[config.mk]
export PLATFORM = sky130hd
export DESIGN_NAME = casu_queue
export DESIGN_NICKNAME = d
export VERILOG_FILES = /design/src/rtl/core/casu_pkg.sv /design/src/rtl/core/casu_queue.sv
export SDC_FILE = /design/constraint.sdc
export NUM_CORES = 1
export LEC_CHECK = 0
export BUFFER_PORTS_ARGS = -buffer_cell sky130_fd_sc_hd__buf_4
export CORE_ASPECT_RATIO = 1.4
export CORE_MARGIN = 2
export CORE_UTILIZATION = 59
export DETAILED_ROUTE_END_ITERATION = 8
export PLACE_DENSITY = 0.89
export RECOVER_POWER = 25
export SKIP_CTS_REPAIR_TIMING = 1
export SLEW_MARGIN = 5
export SYNTH_ARGS = -nofsm -noshare
export SYNTH_HDL_FRONTEND = slang
export SYNTH_SLANG_ARGS = --single-unit
[constraint.sdc]
create_clock -name clk -period 3.8 [get_ports clk]
set_input_delay 0.76 -clock clk [delete_from_list [all_inputs] [get_ports clk]]
set_output_delay 0.76 -clock clk [all_outputs]
set_load 0.1 [all_outputs]
[src/rtl/core/casu_pkg.sv]
// Package for the channel argmax segmentation unit.
// Holds sizes, register indexes and the shared float compare function.
`default_nettype none
package casu_pkg;
  localparam int unsigned MAX_PIXELS_DEF   = 16384;
  localparam int unsigned MAX_CHANNELS_DEF = 256;
  localparam int unsigned SCORE_W = 32;
  localparam int unsigned CLASS_W = 8;
  localparam int unsigned CFG_W   = 15;
  localparam int unsigned CFG_IDX_W = 1;

  typedef enum logic [CFG_IDX_W-1:0] {
    REG_CHANNEL_COUNT = 1'b0,
    REG_PLANE_PIXELS  = 1'b1
  } cfg_reg_t;

  // IEEE strict greater-than on raw bits; NaN never wins, +0 equals -0.
  function automatic logic fp_greater(input logic [31:0] a, input logic [31:0] b);
    logic [31:0] ka;
    logic [31:0] kb;
    logic nan_a;
    logic nan_b;
    nan_a = (a[30:0] > 31'h7F800000);
    nan_b = (b[30:0] > 31'h7F800000);
    ka = a[31] ? ~a : {1'b1, a[30:0]};
    kb = b[31] ? ~b : {1'b1, b[30:0]};
    if (nan_a || nan_b) begin
      return 1'b0;
    end else if ((a[30:0] == 31'd0) && (b[30:0] == 31'd0)) begin
      return 1'b0;
    end else begin
      return ka > kb;
    end
  endfunction
endpackage
`default_nettype wire

[src/rtl/core/casu_queue.sv]
// Short result queue between the compare pipeline and the output channel.
// Depends on casu_pkg.
`default_nettype none
module casu_queue #(
  parameter int unsigned DEPTH = 4,
  localparam int unsigned AW = $clog2(DEPTH)
) (
  input  wire logic                         clk,
  input  wire logic                         rst_n,
  input  wire logic                         push,
  input  wire logic [casu_pkg::CLASS_W-1:0] push_class,
  input  wire logic                         push_end,
  output      logic [AW:0]                  count,
  output      logic                         out_valid,
  input  wire logic                         out_stall,
  output      logic [casu_pkg::CLASS_W-1:0] out_class,
  output      logic                         out_end
);
  import casu_pkg::*;
  logic [CLASS_W:0] q_r [DEPTH];
  logic [AW-1:0] rd_r, wr_r;
  logic [AW:0]   cnt_r;
  logic          pop;

  assign pop       = out_valid && !out_stall;
  assign out_valid = (cnt_r != '0);
  assign out_class = q_r[rd_r][CLASS_W-1:0];
  assign out_end   = q_r[rd_r][CLASS_W];
  assign count     = cnt_r;

  always_ff @(posedge clk) begin
    if (push) begin
      q_r[wr_r] <= {push_end, push_class};
    end
  end
  always_ff @(posedge clk) begin
    if (!rst_n) begin
      rd_r  <= '0;
      wr_r  <= '0;
      cnt_r <= '0;
    end else begin
      if (push) wr_r <= wr_r + 1'b1;
      if (pop)  rd_r <= rd_r + 1'b1;
      cnt_r <= cnt_r + (AW+1)'(push) - (AW+1)'(pop);
    end
  end

  ap_ovf: assert property (@(posedge clk) disable iff (!rst_n)
    push |-> (cnt_r < (AW+1)'(DEPTH) || pop))
    else $error("result queue overflow");
endmodule
`default_nettype wire
==> flow_summary.toml <==
[power_and_ir_drop]
p_total_mw = 1.55
power.leakage_nw = 0.736
power.density_mw_per_mm2 = 751
ir_drop_uv = 669

[placed_design]
place_ws_ns = 1.47
place_congestion = 0.690
place_inst = 153
hpwl_um = 1840
io_buffers = 25
place_area_mm2 = 0.00198

[setup_path]
cp.required_ns = 3.04
start_kind = "flop"
r2r-start = "count[1]$_SDFF_PN0_"
path_max_fanout = 9
criticalPathCategory = "flop to primary output"
crit_path_end_kind = "primary output"
critical_path_arrival_ns = 1.84

[synth]
synth.top_cells.by_area = "edfxtp_1, mux4_2, dfxtp_1"
ys_types = 21
yosysSeqAreaShare_pct = 71.6
syn-instance-count = 93
synth.most_common_cell = "edfxtp_1"
synth_top_area_cell = "edfxtp_1"
syn-num-nets = 113
synth_edf_count = 36
synth-seq-cells = 45
synthFlopType = "edfxtp_1"
avgSynthCellArea_um2 = 18.9
synth-async-reset-ratio_pct = 0
ys_warn_count = 0
ys_top_cells_by_count = "edfxtp_1, dfxtp_1, mux4_2"
mappedNetlistArea_mm2 = 0.00176
synth_top_area_share_pct = 61.4

[layout]
drive_above_1_share_pct = 29.0
syn_to_final_growth_pct = 17.1
fin_cells = 161
antenna_cells = 0
n_fill_cell = 183
final_cell_area_mm2 = 0.00206
final_nets = 143

[sta]
setup_violations = 0
clock_skew_ns = 0.00552
hold_viol_final = 0
rsz0062_at_grt = "false"
worstMarginPinSlew_ns = 0.580
fin_crit_sh_pct = 68.3
max_freq_mhz = 385
fin_ws_ns = 1.20
final_max_slew_viol_count = 0
setup_tns_ns = 0
min_period_ns = 2.60
slew-limit-headroom_pct = 61.3

[routing]
wirelength_um = 2570
postRouteAntennaNets = 0
drt_iter0_markers = 32
drtPass1Iterations = 4
wl_per_cell_um = 15.9
vias = 863
vias_per_cell = 5.36
remaining_drc_errors = 0

[clock_network]
clk_pin_slew_ns = 0.08
cts_sinks = 45
clockBufferDepth = 2
insertion_delay_ns = 0.30
cts_tree = "built"
cts.root.buffer_cell = "clkbuf_8"
cts_buffers = 5
h-tree-depth = 2

[worst_hold_path]
min_path_type = "flop to flop"
hp-start = "rd_r[1]$_SDFFE_PN0P_"

[floorplanning]
fp.dieH_um = 68.7
core_mm2 = 0.00285
die-area_mm2 = 0.00345
die_x_um = 50.2
rows = 23
ios = 26
start_util_pct = 61.8

[global_route]
grt_max_degree = 16
grt_pass1_wl_um = 4200
grt_usage_pct = 18.2
grt_pass1_vias = 901
antenna_found_initial = 0
gr-total-overflow = 0

[job]
maxCapViolCount = 0

[outcome]
run_status = "finished, final reports clean"
[layout make-up]
type | instances | area (µm²) | share of cell area (%)
multi-input cells | 39 | 458 | 22.2
well taps | 37 | 46.3 | 2.24
inverters | 7 | 26.3 | 1.27
clock inverters | 2 | 16.3 | 0.788
flip-flops and latches | 45 | 1260 | 61.1
repair buffers | 25 | 161 | 7.82
clock buffers | 6 | 93.8 | 4.55
[through the flow]
stage	util (%)	hold WS, ns
floorplan	-	0.445
global placement	69.5	0.464
detailed placement	69.5	0.474
CTS	73.3	0.489
global route	72.4	0.509
finish	72.4	0.478
[sequential cells by signal (all words and copies together) (netlist names), named ones only]
| register | cells |
|---|---|
| wr_r | 2 |
| rd_r | 2 |
| count | 3 |
| q_r | 36 |
[worst max-delay path: stages (launching register included)]
cell and delay, ns:
dfxtp_1 0.69, mux4_2 0.59, buf_4 0.25
[power breakdown]
| group | switching [mW] | internal, mW |
|---|---|---|
| Combinational | 0.437 | 0.163 |
| Sequential | 0.0416 | 0.575 |
| Clock | 0.163 | 0.170 |
| Total | 0.641 | 0.908 |
[path summary, 6_finish.rpt]
check	to	slack [ns]	depth (start not counted)
worst max-delay path	out_class[7]	1.20	2
worst max register to register	count[2]$_SDFF_PN0_	1.70	9
worst min register to register	flop	0.48	2
worst min-delay path	flop	0.48	2
[per-layer routing]
| metal | routed length [µm] | GRT usage [%] | vias up |
|---|---|---|---|
| li1 | - | - | 406 |
| met1 | 937 | 19.0 | 421 |
| met2 | 1400 | 31.1 | 28 |
| met3 | 149 | 5.17 | 8 |
| met4 | 80 | 13.9 | 0 |
| met5 | 0 | 0 | - |
[cells in the final DEF, fill, tap and decap left out, drive strengths merged, types with 2 or more instances in the layout]
cell type,synthesis,layout
xnor2,2,2
mux2i,2,2
mux4,9,9
a21boi,2,2
inv,7,7
buf,1,18
and2,8,8
edfxtp,36,36
clkbuf,1,13
dfxtp,9,9
ha,6,6
[logic make-up (layout without fill, tap and decap cells)]
logic type	count (synthesis)	after routing	share of synthesized area (%)
compound gates	3	3	1.14
xor+xnor	3	3	1.49
fa+ha+maj	7	7	5.40
buf+inv	9	40	2.41
flops	45	45	71.6
mux	11	11	12.6
simple gates	15	15	5.33
(Power assumes the default switching activity.)
