`src/rtl/core/casu_pkg.sv`:
```
// Package for the channel argmax segmentation unit.
// Holds sizes, register indexes and the shared float compare function.
`default_nettype none
package casu_pkg;
  localparam int unsigned MAX_PIXELS_DEF   = 16384;
  localparam int unsigned MAX_CHANNELS_DEF = 256;
  localparam int unsigned SCORE_W = 32;
  localparam int unsigned CLASS_W = 8;
  localparam int unsigned CFG_W   = 15;
  localparam int unsigned CFG_IDX_W = 1;

  typedef enum logic [CFG_IDX_W-1:0] {
    REG_CHANNEL_COUNT = 1'b0,
    REG_PLANE_PIXELS  = 1'b1
  } cfg_reg_t;

  // IEEE strict greater-than on raw bits; NaN never wins, +0 equals -0.
  function automatic logic fp_greater(input logic [31:0] a, input logic [31:0] b);
    logic [31:0] ka;
    logic [31:0] kb;
    logic nan_a;
    logic nan_b;
    nan_a = (a[30:0] > 31'h7F800000);
    nan_b = (b[30:0] > 31'h7F800000);
    ka = a[31] ? ~a : {1'b1, a[30:0]};
    kb = b[31] ? ~b : {1'b1, b[30:0]};
    if (nan_a || nan_b) begin
      return 1'b0;
    end else if ((a[30:0] == 31'd0) && (b[30:0] == 31'd0)) begin
      return 1'b0;
    end else begin
      return ka > kb;
    end
  endfunction
endpackage
`default_nettype wire

```
`src/rtl/core/casu_front.sv`:
```
// Front part: tracks pixel and channel positions of accepted scores, applies config writes.
// Depends on casu_pkg.
`default_nettype none
module casu_front #(
  parameter int unsigned MAX_PIXELS   = casu_pkg::MAX_PIXELS_DEF,
  parameter int unsigned MAX_CHANNELS = casu_pkg::MAX_CHANNELS_DEF,
  localparam int unsigned PX_W = (MAX_PIXELS > 1) ? $clog2(MAX_PIXELS) : 1,
  localparam int unsigned CH_W = (MAX_CHANNELS > 1) ? $clog2(MAX_CHANNELS) : 1
) (
  input  wire logic                          clk,
  input  wire logic                          rst_n,
  input  wire logic                          cfg_we,
  input  wire logic [casu_pkg::CFG_IDX_W:0]  cfg_index,
  input  wire logic [casu_pkg::CFG_W-1:0]    cfg_wdata,
  input  wire logic                          take,
  output      logic [PX_W-1:0]               px,
  output      logic [CH_W-1:0]               ch,
  output      logic                          first_ch,
  output      logic                          last_ch,
  output      logic                          last_px
);
  import casu_pkg::*;
  logic [8:0]      chan_cnt_r;
  logic [14:0]     pix_cnt_r;
  logic [PX_W-1:0] px_r, px_nxt;
  logic [CH_W-1:0] ch_r, ch_nxt;
  logic [CH_W:0]   eff_ch;
  logic [PX_W:0]   eff_px;
  logic            cfg_hit;

  always_comb begin
    if (chan_cnt_r == 9'd0) begin
      eff_ch = (CH_W+1)'(1);
    end else if (32'(chan_cnt_r) > MAX_CHANNELS) begin
      eff_ch = (CH_W+1)'(MAX_CHANNELS);
    end else begin
      eff_ch = (CH_W+1)'(chan_cnt_r);
    end
    if (pix_cnt_r == 15'd0) begin
      eff_px = (PX_W+1)'(1);
    end else if (32'(pix_cnt_r) > MAX_PIXELS) begin
      eff_px = (PX_W+1)'(MAX_PIXELS);
    end else begin
      eff_px = (PX_W+1)'(pix_cnt_r);
    end
  end

  assign px       = px_r;
  assign ch       = ch_r;
  assign first_ch = (ch_r == '0);
  assign last_ch  = ({1'b0, ch_r} == eff_ch - 1'b1);
  assign last_px  = ({1'b0, px_r} == eff_px - 1'b1);
  assign cfg_hit  = cfg_we && (cfg_index <= (CFG_IDX_W+1)'(REG_PLANE_PIXELS));

  always_comb begin
    px_nxt = px_r;
    ch_nxt = ch_r;
    if (take) begin
      if (last_px) begin
        px_nxt = '0;
        ch_nxt = last_ch ? '0 : ch_r + 1'b1;
      end else begin
        px_nxt = px_r + 1'b1;
      end
    end
  end

  always_ff @(posedge clk) begin
    if (!rst_n) begin
      chan_cnt_r <= 9'd1;
      pix_cnt_r  <= 15'd1;
      px_r       <= '0;
      ch_r       <= '0;
    end else if (cfg_hit) begin
      if (cfg_index == (CFG_IDX_W+1)'(REG_CHANNEL_COUNT)) begin
        chan_cnt_r <= cfg_wdata[8:0];
      end else begin
        pix_cnt_r <= cfg_wdata;
      end
      px_r <= '0;
      ch_r <= '0;
    end else begin
      px_r <= px_nxt;
      ch_r <= ch_nxt;
    end
  end

  ap_wrap: assert property (@(posedge clk) disable iff (!rst_n)
    (take && last_px && last_ch && !cfg_we) |=> (px_r == '0 && ch_r == '0))
    else $error("position did not wrap at frame end");
  ap_step: assert property (@(posedge clk) disable iff (!rst_n)
    (take && !last_px && !cfg_we) |=> (px_r == $past(px_r) + 1'b1))
    else $error("pixel position did not advance");
  ap_cfg: assert property (@(posedge clk) disable iff (!rst_n)
    cfg_hit |=> (px_r == '0))
    else $error("config write did not restart frame");
endmodule
`default_nettype wire

```
`config.mk`:
```
export PLATFORM = sky130hd
export DESIGN_NAME = casu_front
export DESIGN_NICKNAME = d
export VERILOG_FILES = /design/src/rtl/core/casu_pkg.sv /design/src/rtl/core/casu_front.sv
export SDC_FILE = /design/constraint.sdc
export NUM_CORES = 1
export LEC_CHECK = 0
export ABC_AREA = 1
export BUFFER_PORTS_ARGS = -buffer_cell sky130_fd_sc_hd__clkbuf_2
export CAP_MARGIN = 10
export CORE_MARGIN = 3
export CORE_UTILIZATION = 56
export CTS_CLUSTER_DIAMETER = 150
export CTS_CLUSTER_SIZE = 24
export DETAILED_ROUTE_END_ITERATION = 8
export PLACE_DENSITY = 0.82
export SKIP_CTS_REPAIR_TIMING = 1
export SYNTH_ARGS = -nofsm -noshare
export SYNTH_HDL_FRONTEND = slang
export SYNTH_SLANG_ARGS = --single-unit
```
`constraint.sdc`:
```
create_clock -name clk -period 4.29 [get_ports clk]
set_input_delay 0.429 -clock clk [delete_from_list [all_inputs] [get_ports clk]]
set_output_delay 0.429 -clock clk [all_outputs]
set_load 0.05 [all_outputs]
```
==> results.md <==
- Area of the core: 5990 µm²
- Crit path kind: flip-flop to primary output
- Global route total overflow: 0
- Iteration-0 DRC Markers: about 230
- Max-Slew Margin vs Limit: 0.592
- Clock Latency Late Sink: 300 ps
- Post-route ant nets: 0
- Synth warnings: 0
- Setup Slack @ Placement: around 1200 ps
- Drt pass-1 iters: 4
- Worst setup startpoint: pix_cnt_r[2]
- I/O pin count: 46
- Max_cap viols: 0
- Clock Path Buffers: 2
- Post-Route Setup TNS: 0 ps
- Setup crit end kind: primary output
- GR Util All Layers: 0.252
- Hold path cells: 3
- Final min period: 3490 ps
- Number of H-tree levels: 2
- Final period util: 0.814
- Area Growth Syn to Fin: 7.83%
- GPL Wtd Cong: between 0.9 and 1
- WHS: ~360 ps
- PwrDens: roughly 270 nW/µm²
- Initial antenna violation count: 0
- Design area: 3770 µm²
- Port bufs: 45
- Layout Skew: 4.73 ps
- Capture point of the worst reg-to-reg path: px[4]
- Peak VDD IR: around 0.18 mV
- Register area: about 920 µm²
- FILL cells: about 590
- Final #Nets: 621
- RR Startpoint: pix_cnt_r[2]
- Crit start category: flip-flop
- Area after DPL: about 3700 µm²
- Vias per cell: 5.36
- CP endpoint: last_px
- Clk pin slew, worst setup/hold paths: 80 ps
- Worst Path Max Fanout: 30
- Max Clk Rate: around 0.29 GHz
- Die height: 85.0 µm
- Asr flop ratio synth: 0
- Synthesized area per cell: a little over 6 µm²
- CTS Sinks: 46
- Initial core utilization: 0.584
- Share of layout cells above drive strength 1: 0.140
- Sequential area share after synthesis: 0.263
- Footprint of the multi-input gates: about 2200 µm²
- Post-Syn Nets: roughly 590
- Final hold violation count: 0
- Lkg Pwr: 0.00180 µW
- Final Max Slew Viols: 0
- DP HPWL: 6720 µm
- Vias in the first global route: between 3,000 and 4,000
- Global-route wire length before repair: approximately 15,000 µm
- Req. time, crit path: 3860 ps
- Worst hold path class: input port to flip-flop
- CTS buffer count: 5
- Chip width: between 80 and 90 µm
- Status: completed
- R2r worst-path depth: 18
- Area of the mapped netlist: 3500 µm²
- EDFF count, synth: 0
- Final setup margin: around 800 ps
- Vias post-DR: roughly 3,600
- R2R setup slack: around 1500 ps
- Yosys reg bits: 46
- Final setup fails: 0
- Slew of the pin with the lowest slew margin: 609 ps
- Avg WL per Cell: between 10 and 15 µm
- CTS Root Cell: clkbuf_8
- Die area: ~7200 µm²
- Count of cell types in the netlist: 34
- Mapped Cells: between 500 and 600
- RSZ-0062 raised after global routing: no
- Arrival time at the worst endpoint: 3060 ps
- ANT cells: 0
- CTS tree: yes
- Routed WL: ~8600 µm
- Largest net degree at the start of global routing: 31
- Min-delay src: cfg_wdata[12]
- Post-route DRC violation count: 0
- Row count: 28
- Top FF cell, synth: dfxtp_1
-- synthesized netlist by cell type (all sizes together), types with 2 or more instances --
cell,number,area [µm²]
nand3,37,225
ha,5,62.6
o21ai,28,151
nand2,176,693
and2,2,12.5
clkbuf,11,46.3
o21bai,3,22.5
a21oi,29,145
inv,63,236
dfxtp,46,921
xor2,18,158
nor2,89,395
nand4,15,93.8
buf,9,81.3
xnor2,11,96.3
o41ai,5,43.8
nor4,4,25.0
nand3b,8,60.1
-- state kept, by name, summed over array words and instances (netlist names) --
| signal | count |
|---|---|
| ch | 8 |
| chan_cnt_r | 9 |
| pix_cnt_r | 15 |
| px | 14 |
-- layout make-up --
cell class,instances,share of cell area
repair buffers,45,0.0597
flip-flops and latches,46,0.244
inverters,63,0.0627
multi-input cells,434,0.587
well taps,75,0.0249
clock buffers,6,0.0219
-- stage by stage --
| stage | instances | power [µW] | util |
|---|---|---|---|
| after floorplan | 563 | 715 | - |
| after global placement | 663 | 764 | 0.616 |
| after detailed placement | 663 | 771 | 0.616 |
| after CTS | 669 | 1030 | 0.630 |
| after global routing | 669 | 1090 | 0.630 |
| final | 669 | 1030 | 0.630 |
-- worst min path at each step --
stage	endpoint	slack (ps)
after floorplan	chan_cnt_r[6]	440
after global placement	chan_cnt_r[6]	460
after detailed placement	chan_cnt_r[5]	480
after CTS	pix_cnt_r[10]	360
after global routing	pix_cnt_r[10]	370
final	pix_cnt_r[12]	360
-- logic make-up (layout without fill, tap and decap cells) --
kind of cell             after synthesis  in the layout  share of synthesized area
AND/OR/NAND/NOR                      332            332                      0.432
buffers and inverters                 83            114                      0.104
AO/OA/AOI/OAI                         68             68                      0.111
flip-flops                            46             46                      0.263
XOR/XNOR                              29             29                     0.0726
adder cells (fa/ha/maj)                5              5                     0.0179
-- cells in the final DEF (no fill, tap or decap), types with 15 or more instances in the layout --
cell type  netlist  layout
a21oi_1         29      29
inv_1           63      63
nand3_1         32      32
nand4_1         15      15
clkbuf_2         4      45
xor2_1          18      18
nand2_1        165     165
dfxtp_1         46      46
nor2_1          76      76
o21ai_0         23      23
-- power breakdown --
group,switching (µW),internal [µW],leakage (µW)
Sequential,16.9,438,0.000373
Combinational,211,101,0.00138
Clock,139,124,0.0000431
Total,367,663,0.00180
-- critical path: stages (launching register included) --
cell	delay [ps]
dfxtp_1	400
nor2_1	140
nand2_1	60
nor2_1	110
nand2_2	100
nand2_4	240
nand2_1	100
ha_1	300
nand3_1	150
nand2_1	80
nand2_1	80
and2_1	150
nand2_1	60
nor2_1	80
nand2_1	70
nor2_2	200
nand2_1	120
inv_1	60
clkbuf_2	260
-- per-layer routing --
layer  share of wire  track usage
met3           0.042       0.0330
met5               0            0
met2            0.48        0.447
met4           0.032        0.104
met1            0.45        0.306
(Power assumes the default switching activity.)
